## config.mk

```make
export PLATFORM = sky130hd
export DESIGN_NAME = bounded_deque_with_search
export DESIGN_NICKNAME = d
export VERILOG_FILES = /design/src/hdl/dqs_pkg.sv /design/src/hdl/dqs_cell.sv /design/src/hdl/bounded_deque_with_search.sv
export SDC_FILE = /design/constraint.sdc
export NUM_CORES = 1
export LEC_CHECK = 0
export BUFFER_PORTS_ARGS = -buffer_cell sky130_fd_sc_hd__buf_2
export CAP_MARGIN = 20
export CORE_MARGIN = 1
export CORE_UTILIZATION = 63
export DETAILED_ROUTE_END_ITERATION = 10
export HOLD_SLACK_MARGIN = 0.03
export PLACE_DENSITY = 0.86
export SLEW_MARGIN = 20
export SYNTH_ARGS = -nofsm -noshare
export SYNTH_HDL_FRONTEND = slang
export SYNTH_SLANG_ARGS = --single-unit
export TNS_END_PERCENT = 30
```

## constraint.sdc

```tcl
create_clock -name clock -period 16.23 [get_ports clock]
set_clock_uncertainty 0.05 [all_clocks]
set_input_delay 3.246 -clock clock [delete_from_list [all_inputs] [get_ports clock]]
set_output_delay 3.246 -clock clock [all_outputs]
set_load 0.02 [all_outputs]
```

## src/hdl/dqs_pkg.sv

```systemverilog
`timescale 1ns / 1ps
// shared types and codes for the bounded deque with search
// no dependencies; used by dqs_cell and bounded_deque_with_search
package dqs_pkg;

   localparam int WORD_W = 32;

   // operation codes
   localparam logic [2:0] OP_PUSH_FRONT = 3'd0;
   localparam logic [2:0] OP_PUSH_BACK  = 3'd1;
   localparam logic [2:0] OP_POP_FRONT  = 3'd2;
   localparam logic [2:0] OP_POP_BACK   = 3'd3;
   localparam logic [2:0] OP_FIND       = 3'd4;

   // status codes
   localparam logic [1:0] STATUS_OK    = 2'd0;
   localparam logic [1:0] STATUS_EMPTY = 2'd1;
   localparam logic [1:0] STATUS_FULL  = 2'd2;
   localparam logic [1:0] STATUS_MISS  = 2'd3;

   typedef struct packed {
      logic [2:0]               operation;
      logic signed [WORD_W-1:0] value;
   } req_type;

   typedef struct packed {
      logic [1:0]               status;
      logic signed [WORD_W-1:0] removed_value;
      logic [3:0]               found_index;
      logic [4:0]               entry_count;
   } rsp_type;

   // per-cell move command
   typedef struct packed {
      logic take_left;
      logic take_right;
      logic load;
   } cell_ctl_type;

endpackage

```

## src/hdl/dqs_cell.sv

```systemverilog
`timescale 1ns / 1ps
// one storage cell of the deque ring: holds one word, takes a neighbor's word or a new one
// depends on dqs_pkg
module dqs_cell (
   input  logic                       clock,
   input  dqs_pkg::cell_ctl_type      ctl,
   input  logic [dqs_pkg::WORD_W-1:0] left_data,
   input  logic [dqs_pkg::WORD_W-1:0] right_data,
   input  logic [dqs_pkg::WORD_W-1:0] load_data,
   output logic [dqs_pkg::WORD_W-1:0] data
);
   import dqs_pkg::*;

   logic [WORD_W-1:0] data_ff;
   logic [WORD_W-1:0] data_in;

   always_comb begin
      data_in = data_ff;
      if (ctl.load) begin
         data_in = load_data;
      end else if (ctl.take_left) begin
         data_in = left_data;
      end else if (ctl.take_right) begin
         data_in = right_data;
      end
   end

   always_ff @(posedge clock) begin
      data_ff <= data_in;
   end

   assign data = data_ff;

endmodule

```

## src/hdl/bounded_deque_with_search.sv

```systemverilog
`timescale 1ns / 1ps
// bounded deque of signed words kept in a ring of cells, front always in cell 0
// depends on dqs_pkg and dqs_cell
//
//   port group   dir   handshake            payload
//   req_         in    req_valid/req_stall  req_data  (dqs_pkg::req_type)
//   rsp_         out   rsp_valid/rsp_stall  rsp_data  (dqs_pkg::rsp_type)
//
// push front, push back, pop front and any request refused as full or empty register
// their result when taken. pop back and search rotate the whole ring once in S_SCAN;
// search compares cell 0 each step, pop back keeps the back entry; S_DONE posts the result.
// one request in flight; a new request waits for S_IDLE and a free result register.
// reset empties the deque; cell contents are not cleared.
module bounded_deque_with_search #(
   parameter int DEPTH = 16
) (
   input  logic             clock,
   input  logic             reset,
   input  logic             req_valid,
   output logic             req_stall,
   input  dqs_pkg::req_type req_data,
   output logic             rsp_valid,
   input  logic             rsp_stall,
   output dqs_pkg::rsp_type rsp_data
);
   import dqs_pkg::*;

   localparam int IW = $clog2(DEPTH);
   localparam int CW = $clog2(DEPTH + 1);

   typedef enum logic [1:0] {S_IDLE, S_SCAN, S_DONE} state_type;

   state_type         state_ff;
   logic [CW-1:0]     count_ff;
   logic [CW-1:0]     count_in;
   logic [IW-1:0]     step_ff;
   logic              found_ff;
   logic [IW-1:0]     hit_ff;
   logic [WORD_W-1:0] scan_data_ff;
   logic [2:0]        op_ff;
   logic              rsp_valid_ff;
   logic              rsp_valid_in;
   rsp_type           rsp_ff;

   logic              rsp_free;
   logic              accept;
   logic              full;
   logic              empty;
   logic              push_front_go;
   logic              push_back_go;
   logic              rotate;
   logic              start_scan;
   logic [1:0]        status_now;
   logic [WORD_W-1:0] removed_now;

   logic [WORD_W-1:0] cell_data [DEPTH];
   cell_ctl_type      cell_ctl  [DEPTH];

   logic [CW+4:0]     count_ext;
   logic [CW+4:0]     count_cur_ext;
   logic [CW+4:0]     count_dec_ext;
   logic [IW+3:0]     hit_ext;
   logic [CW-1:0]     step_wide;
   logic              last_step;

   assign rsp_free  = !rsp_valid_ff || !rsp_stall;
   assign req_stall = (state_ff != S_IDLE) || !rsp_free;
   assign accept    = req_valid && !req_stall;
   assign full      = count_ff == CW'(DEPTH);
   assign empty     = count_ff == '0;

   assign step_wide     = CW'(step_ff);
   assign last_step     = step_ff == IW'(DEPTH - 1);
   assign count_ext     = {5'b0, count_in};
   assign count_cur_ext = {5'b0, count_ff};
   assign count_dec_ext = {5'b0, count_ff - CW'(1)};
   assign hit_ext       = {4'b0, hit_ff};

   // a result is posted, or the one held is kept while stalled
   assign rsp_valid_in = (accept && !start_scan) || (state_ff == S_DONE && rsp_free) ||
                         (rsp_valid_ff && rsp_stall);

   // request decode: outcomes of push and pop front, start of a scan for pop back and search
   always_comb begin
      push_front_go = 1'b0;
      push_back_go  = 1'b0;
      rotate        = 1'b0;
      start_scan    = 1'b0;
      status_now    = STATUS_OK;
      removed_now   = '0;
      count_in      = count_ff;
      if (state_ff == S_SCAN) begin
         rotate = 1'b1;
      end
      if (accept) begin
         case (req_data.operation)
            OP_PUSH_FRONT, OP_PUSH_BACK: begin
               if (full) begin
                  status_now = STATUS_FULL;
               end else begin
                  push_front_go = req_data.operation == OP_PUSH_FRONT;
                  push_back_go  = req_data.operation == OP_PUSH_BACK;
                  count_in      = count_ff + CW'(1);
               end
            end
            OP_POP_FRONT: begin
               if (empty) begin
                  status_now = STATUS_EMPTY;
               end else begin
                  removed_now = cell_data[0];
                  rotate      = 1'b1;
                  count_in    = count_ff - CW'(1);
               end
            end
            OP_POP_BACK: begin
               if (empty) begin
                  status_now = STATUS_EMPTY;
               end else begin
                  start_scan = 1'b1;
               end
            end
            OP_FIND: begin
               if (empty) begin
                  status_now = STATUS_MISS;
               end else begin
                  start_scan = 1'b1;
               end
            end
            default: begin
               status_now = STATUS_OK;
            end
         endcase
      end
   end

   // ring of cells: left neighbor feeds on push front, right neighbor on rotate
   for (genvar i = 0; i < DEPTH; i++) begin : g_cell
      always_comb begin
         cell_ctl[i].load       = (push_front_go && i == 0) ||
                                  (push_back_go && count_ff == CW'(i));
         cell_ctl[i].take_left  = push_front_go && i != 0;
         cell_ctl[i].take_right = rotate;
      end

      dqs_cell u_cell (
         .clock      (clock),
         .ctl        (cell_ctl[i]),
         .left_data  (cell_data[(i + DEPTH - 1) % DEPTH]),
         .right_data (cell_data[(i + 1) % DEPTH]),
         .load_data  (req_data.value),
         .data       (cell_data[i])
      );
   end

   always_ff @(posedge clock) begin
      if (reset) begin
         state_ff     <= S_IDLE;
         count_ff     <= '0;
         step_ff      <= '0;
         found_ff     <= 1'b0;
         rsp_valid_ff <= 1'b0;
      end else begin
         rsp_valid_ff <= rsp_valid_in;
         case (state_ff)
            S_IDLE: begin
               if (accept) begin
                  op_ff        <= req_data.operation;
                  scan_data_ff <= req_data.value;
                  step_ff      <= '0;
                  found_ff     <= 1'b0;
                  hit_ff       <= '0;
                  if (start_scan) begin
                     state_ff <= S_SCAN;
                  end else begin
                     count_ff              <= count_in;
                     rsp_ff.status         <= status_now;
                     rsp_ff.removed_value  <= removed_now;
                     rsp_ff.found_index    <= '0;
                     rsp_ff.entry_count    <= count_ext[4:0];
                  end
               end
            end
            S_SCAN: begin
               // cell 0 holds the entry at position step_ff from the front
               if (op_ff == OP_POP_BACK) begin
                  if (step_wide == count_ff - CW'(1)) begin
                     scan_data_ff <= cell_data[0];
                  end
               end else if (!found_ff && step_wide < count_ff &&
                            cell_data[0] == scan_data_ff) begin
                  found_ff <= 1'b1;
                  hit_ff   <= step_ff;
               end
               step_ff <= step_ff + IW'(1);
               if (last_step) begin
                  state_ff <= S_DONE;
               end
            end
            S_DONE: begin
               if (rsp_free) begin
                  state_ff     <= S_IDLE;
                  if (op_ff == OP_POP_BACK) begin
                     count_ff             <= count_ff - CW'(1);
                     rsp_ff.status        <= STATUS_OK;
                     rsp_ff.removed_value <= scan_data_ff;
                     rsp_ff.found_index   <= '0;
                     rsp_ff.entry_count   <= count_dec_ext[4:0];
                  end else begin
                     rsp_ff.status        <= found_ff ? STATUS_OK : STATUS_MISS;
                     rsp_ff.removed_value <= '0;
                     rsp_ff.found_index   <= found_ff ? hit_ext[3:0] : 4'd0;
                     rsp_ff.entry_count   <= count_cur_ext[4:0];
                  end
               end
            end
            default: begin
               state_ff <= S_IDLE;
            end
         endcase
      end
   end

   assign rsp_valid = rsp_valid_ff;
   assign rsp_data  = rsp_ff;

endmodule
```

== Yosys cells after proc, flatten, opt, wreduce, memory -nomap -nowiden ==
Index checks and enable logic that the tools add are counted.
Storage, ports and cells
  flip-flop bits (word level): 607
  input bits: 39
  output and inout port bits: 45
  logic and storage cells: 234
Cells by class
  add/sub/neg operators: 3
  $lt $le $gt $ge: 1
  equal/unequal tests: 36
  mux-type cells: 99
  bitwise logic cells: 1
  reduce and logical (&&, ||, !) cells: 66
Operators by type and width (number)
  2-to-1 mux 32 bit: 52
  2-to-1 mux 43 bit: 4
  one-hot mux 43 bit (2 select lines): 1
  one-hot mux 32 bit (2 select lines): 1
  nonzero test 3 bit: 15
  equality test 5 x 4 -> 1 bit (second input constant): 8
  equality test 32 bit: 1
  2-to-1 mux 5 bit: 6
  logical AND 1 bit: 22
  equality test 5 x 3 -> 1 bit (second input constant): 4
  one-hot mux 5 bit (2 select lines): 2
  AND reduction 5 bit: 4
  2-to-1 mux 1 bit: 17
  2-to-1 mux 4 bit: 4
  one-hot mux 4 bit (2 select lines): 2
  2-to-1 mux 2 bit: 7
  inequality test 2 bit (second input constant): 6
  one-hot mux 2 bit (3 select lines): 2
  equality test 5 x 2 -> 1 bit (second input constant): 2
  equality test 3 x 2 -> 1 bit (second input constant): 3
  inequality test 2 x 1 -> 1 bit (second input constant): 4
  AND reduction 4 bit: 2
  nonzero test 2 bit: 4
  zero test 1 bit: 6
  21 further kinds: 27

== Depth between registers and ports, before layout ==
  depth after elaboration: 11
  depth in mapped cells: 10
  mapped depth without buffers: 7

== Hierarchy ==
From an unflattened synthesis, not the netlist that was laid out.
Second synthesis, totals
  cells, all modules: 2746
  area total of the unflattened synthesis: 31886.8 µm²
By module, submodules not included
  dqs_cell: times used 16, cells each 140, area an instance 1672.9 µm², sequential area each 960.9 µm²
  bounded_deque_with_search: times used 1, cells each 506, area an instance 5121.2 µm², sequential area each 2722.6 µm²

== Worst setup path after synthesis ==
Ideal clock, no wire load.
  kind: in2reg
  start: input req_data[34] (netlist bit)
  end: register rsp_ff (netlist bit rsp_data[0]), enable pin
  setup time: 497 ps
  arrival: 6980 ps
  data required time: 15683 ps
  path slack: 8703 ps
  stages: 5
  buffers on the path: 1
  cells stage by stage: clkbuf_1 and3b_1 o21ai_0 a21oi_1 nor3_1
Between the ends
  cells in the longest elaborated chain, start to end: 6
  elaborated cells on any way between the ends: 7
  those cells by class: 3 x eq/ne; 2 x mux; 2 x reduce/logical
Ends and longest elaborated chain
  from (decl): line bounded_deque_with_search.sv:21  | input dqs_pkg::req_type req_data,
  equality test 3 bit / equality test 3 x 2 -> 1 bit (equally long branches): line bounded_deque_with_search.sv:96  | case (req_data.operation)
  OR reduction 2 bit (no source line) (*)
  2-to-1 mux 1 bit (*)
  2-to-1 mux 1 bit (*): line bounded_deque_with_search.sv:95  | if (accept) begin
  inequality test 2 bit (no source line) (*)
  AND reduction 5 bit (no source line) (*)
  to (decl): line bounded_deque_with_search.sv:43  | rsp_type rsp_ff;
Every way passes the cells marked *; elsewhere a longest branch is shown, timed or not.
A chain may end at the register's enable or synchronous reset.

== Worst setup path in the final report ==
  start: input rsp_stall
  end: output req_stall
Between the ends
  cells in the longest elaborated chain, start to end: 4
Ends and longest elaborated chain
  from (decl): line bounded_deque_with_search.sv:23  | input logic rsp_stall,
  zero test 1 bit: line bounded_deque_with_search.sv:66  | assign rsp_free = !rsp_valid_ff || !rsp_stall;
  logical OR 1 bit: line bounded_deque_with_search.sv:66
  zero test 1 bit: line bounded_deque_with_search.sv:67  | assign req_stall = (state_ff != S_IDLE) || !rsp_free;
  logical OR 1 bit: line bounded_deque_with_search.sv:67
  to (decl): line bounded_deque_with_search.sv:20  | output logic req_stall,
Every way passes these cells.

==> results.json <==
{
  "postSynthAreaPerCell_um2": 10.7,
  "drt-total-wl_um": 87600,
  "die_h_um": 224,
  "dieWidth_um": 224,
  "cts_buffers": 60,
  "globalRouteTotalUtil_pct": 34.8,
  "timing.fmax_mhz": 140,
  "antenna_cells": 0,
  "synth_seq_cells": 607,
  "p_leak_nw": 11.8,
  "postPlaceCellArea_um2": 31400,
  "grt_pass1_wl_um": 133000,
  "cp-start-kind": "input pin",
  "synth_top_family_by_area": "simple AND/OR/NAND/NOR gates",
  "final_cell_area_um2": 33400,
  "remaining_drc_errors": 0,
  "rr_endpoint": "g_cell[11].u_cell.data[22]$_DFFE_PP_",
  "nets": 2881,
  "finalSetupViolCount": 0,
  "path_class": "input pin to output port",
  "tightest_slew_ps": 1170,
  "hold_buffers": 0,
  "postCtsSetupBuffers": 0,
  "start_util_pct": 63.7,
  "fin_cells": 3545,
  "internal_power_mw": 2.72,
  "r2r_start": "count_ff[1]$_SDFFE_PP0P_",
  "cp-startpoint": "rsp_stall",
  "seq_area_um2": 18100,
  "vias_per_cell": 6.66,
  "dpl.cell_count": 3429,
  "clk_path_buf_depth": 3,
  "overflow": 0,
  "drt-wirelength-per-cell_um": 24.7,
  "critPathRequiredTime_ps": 12930,
  "fillers": 3467,
  "final_common_cell": "edfxtp_1",
  "powerDensity_nw_per_um2": 109,
  "grt_max_degree": 170,
  "p_sw_uw": 906,
  "yosysWarningCount": 0,
  "dr.pass1.iters": 9,
  "synth_top_area_share_pct": 57.3,
  "dieArea_um2": 50300,
  "yosys.area_share.simple_pct": 13.7,
  "synth_edf_count": 594,
  "rsz0062_at_grt": "no",
  "ys_top_cells_by_area": "edfxtp_1, mux2i_1, nor2_1",
  "cts.sinks": 607,
  "drive_gt1_share_pct": 8.96,
  "min_path_cells": 2,
  "antenna_found_initial": 5,
  "slew_headroom_pct": 21.6,
  "cp_slowest_cell": "a211o_1",
  "cp_max_fo": 5,
  "synth-compound-area-share_pct": 10.7,
  "slew_violations": 0,
  "p_clk_share_pct": 38.0,
  "yosysTopAreaCell": "edfxtp_1",
  "fin_crit_ps": 7160,
  "setup_tns_ps": 0,
  "drtAntennaViolNets": 0,
  "vias": 23600,
  "ys_seq_area_share_pct": 58.1,
  "p_comb_share_pct": 9.6,
  "synth_cells": 2921,
  "cts_tree": "yes",
  "area_delta_synth_final_pct": 7.41,
  "mostFrequentLayoutCells": "edfxtp_1, nor2_1, nand2_1, a21oi_1, mux2i_1",
  "synth_xor_area_share_pct": 1.18,
  "grt_pass1_vias": 22600,
  "place_hpwl_um": 49900,
  "syn-num-nets": 2971,
  "gp_congestion": 0.870,
  "end_kind": "output port",
  "drv_cap": 0,
  "arrival_ps": 3860,
  "synthAdderAreaFrac_pct": 0.442,
  "async_reset_ff_share_pct": 0,
  "critPathMaxStageDelay_ps": 310,
  "worstHoldStart": "step_ff[0]$_SDFFE_PP0P_",
  "ir_drop_mv": 0.0857,
  "cpMostUsedCell": "buf_2",
  "htreeDepth": 2,
  "syn-cell-area_um2": 31100,
  "clock-root-buffer": "clkbuf_16",
  "pin_count": 84,
  "core-area_um2": 48800,
  "hp-class": "register to register",
  "worstHoldEndpoint": "step_ff[0]$_SDFFE_PP0P_",
  "multiInputGateArea_um2": 11800,
  "clk_latency_ps": 630,
  "synthDistinctLibCells": 63,
  "synth_ff_type": "edfxtp_1",
  "crit_chain": "buf_2 > a211o_1 > buf_2",
  "r2r_slack_ps": 10960,
  "synthMuxAreaShare_pct": 11.5,
  "port_buffers": 83,
  "cts_resized": 0,
  "outcome": "finished, final reports clean",
  "reg2reg_depth": 9,
  "finalHoldViolations": 0,
  "fin_crit_sh_pct": 44.1,
  "p_total_mw": 3.63,
  "rows": 81,
  "p_sw_share_pct": 25.0,
  "clk_pin_slew_ps": 60,
  "seqPwrFrac_pct": 52.5,
  "drtIter0Drc": 3759
}
==> cell usage after synthesis (all sizes together), types with 3 or more instances <==
master / instances
xnor2: 11
mux2: 34
nand3: 18
a21o: 3
nor2: 509
a31oi: 162
and2: 7
nor4b: 3
dfxtp: 13
nor4: 7
and3: 9
nor2b: 8
edfxtp: 594
nand2: 440
or3: 3
nand4: 18
o31ai: 3
xor2: 31
ha: 11
nor3: 9
nand3b: 3
inv: 11
clkbuf: 134
a211oi: 4
a21oi: 336
buf: 138
a22oi: 3
o21ai: 17
a22o: 32
mux2i: 320
==> cells by family (layout without fill, tap and decap cells) <==
family	count (synthesis)	after routing
flops	607	607
simple gates	1046	1046
xor+xnor	42	42
fa+ha+maj	11	11
buf+inv	284	244
mux	354	354
compound gates	577	577
==> registers in the layout (all words and copies together), names as in the netlist <==
name / count
hit_ff: 4
rsp_data: 43
found_ff: 1
step_ff: 4
op_ff: 3
scan_data_ff: 32
g_cell.u_cell.data: 512
state_ff: 2
count_ff: 5
rsp_valid: 1
==> routing by layer <==
| layer | GRT usage, % | up-vias | share of wire, % |
|---|---|---|---|
| met3 | 8.67 | 306 | 13 |
| met1 | 44.4 | 11300 | 36 |
| met2 | 55.8 | 1722 | 46 |
| met5 | 0 | - | 0.074 |
| li1 | - | 10300 | - |
| met4 | 16.9 | 10 | 4.7 |
==> worst max-delay path by stage <==
stage,to,cells past startpoint
floorplan,rsp_data[0]$_DFFE_PP_,5
global placement,g_cell[11].u_cell.data[22]$_DFFE_PP_,8
detailed placement,g_cell[2].u_cell.data[20]$_DFFE_PP_,8
CTS,req_stall,3
global route,g_cell[1].u_cell.data[22]$_DFFE_PP_,8
finish,req_stall,3
==> power by group through the flow <==
stage / sequential, mW / combinational [mW] / clock (mW)
2_1_floorplan: 1.92 / 0.224 / 0
3_3_place_gp: 1.93 / 0.321 / 0
3_5_place_dp: 1.93 / 0.335 / 0
4_1_cts: 1.90 / 0.337 / 1.37
5_1_grt: 1.91 / 0.371 / 1.43
6_report: 1.90 / 0.348 / 1.38
==> final cells by class <==
class / count / share of cell area (%)
flip-flops and latches: 607 / 54.1
multi-input cells: 2030 / 35.4
clock buffers: 74 / 4.71
well taps: 664 / 2.48
repair buffers: 120 / 2.23
clock inverters: 38 / 0.958
inverters: 12 / 0.135
==> worst max-delay path, delay by kind of cell <==
kind / cells / cell delay, ps
buf+inv: 2 / 310
compound gates: 1 / 310
==> per-stage QoR <==
stage | utilization (%) | hold slack [ps] | worst slack [ps]
final | 68.5 | 444 | 9070
after global routing | 68.5 | 462 | 8950
after CTS | 68.3 | 440 | 9070
after detailed placement | 64.4 | 433 | 8630
after global placement | 64.3 | 425 | 8760
after floorplan | - | 412 | 8700
No activity file was read; power rests on OpenSTA's default activity.
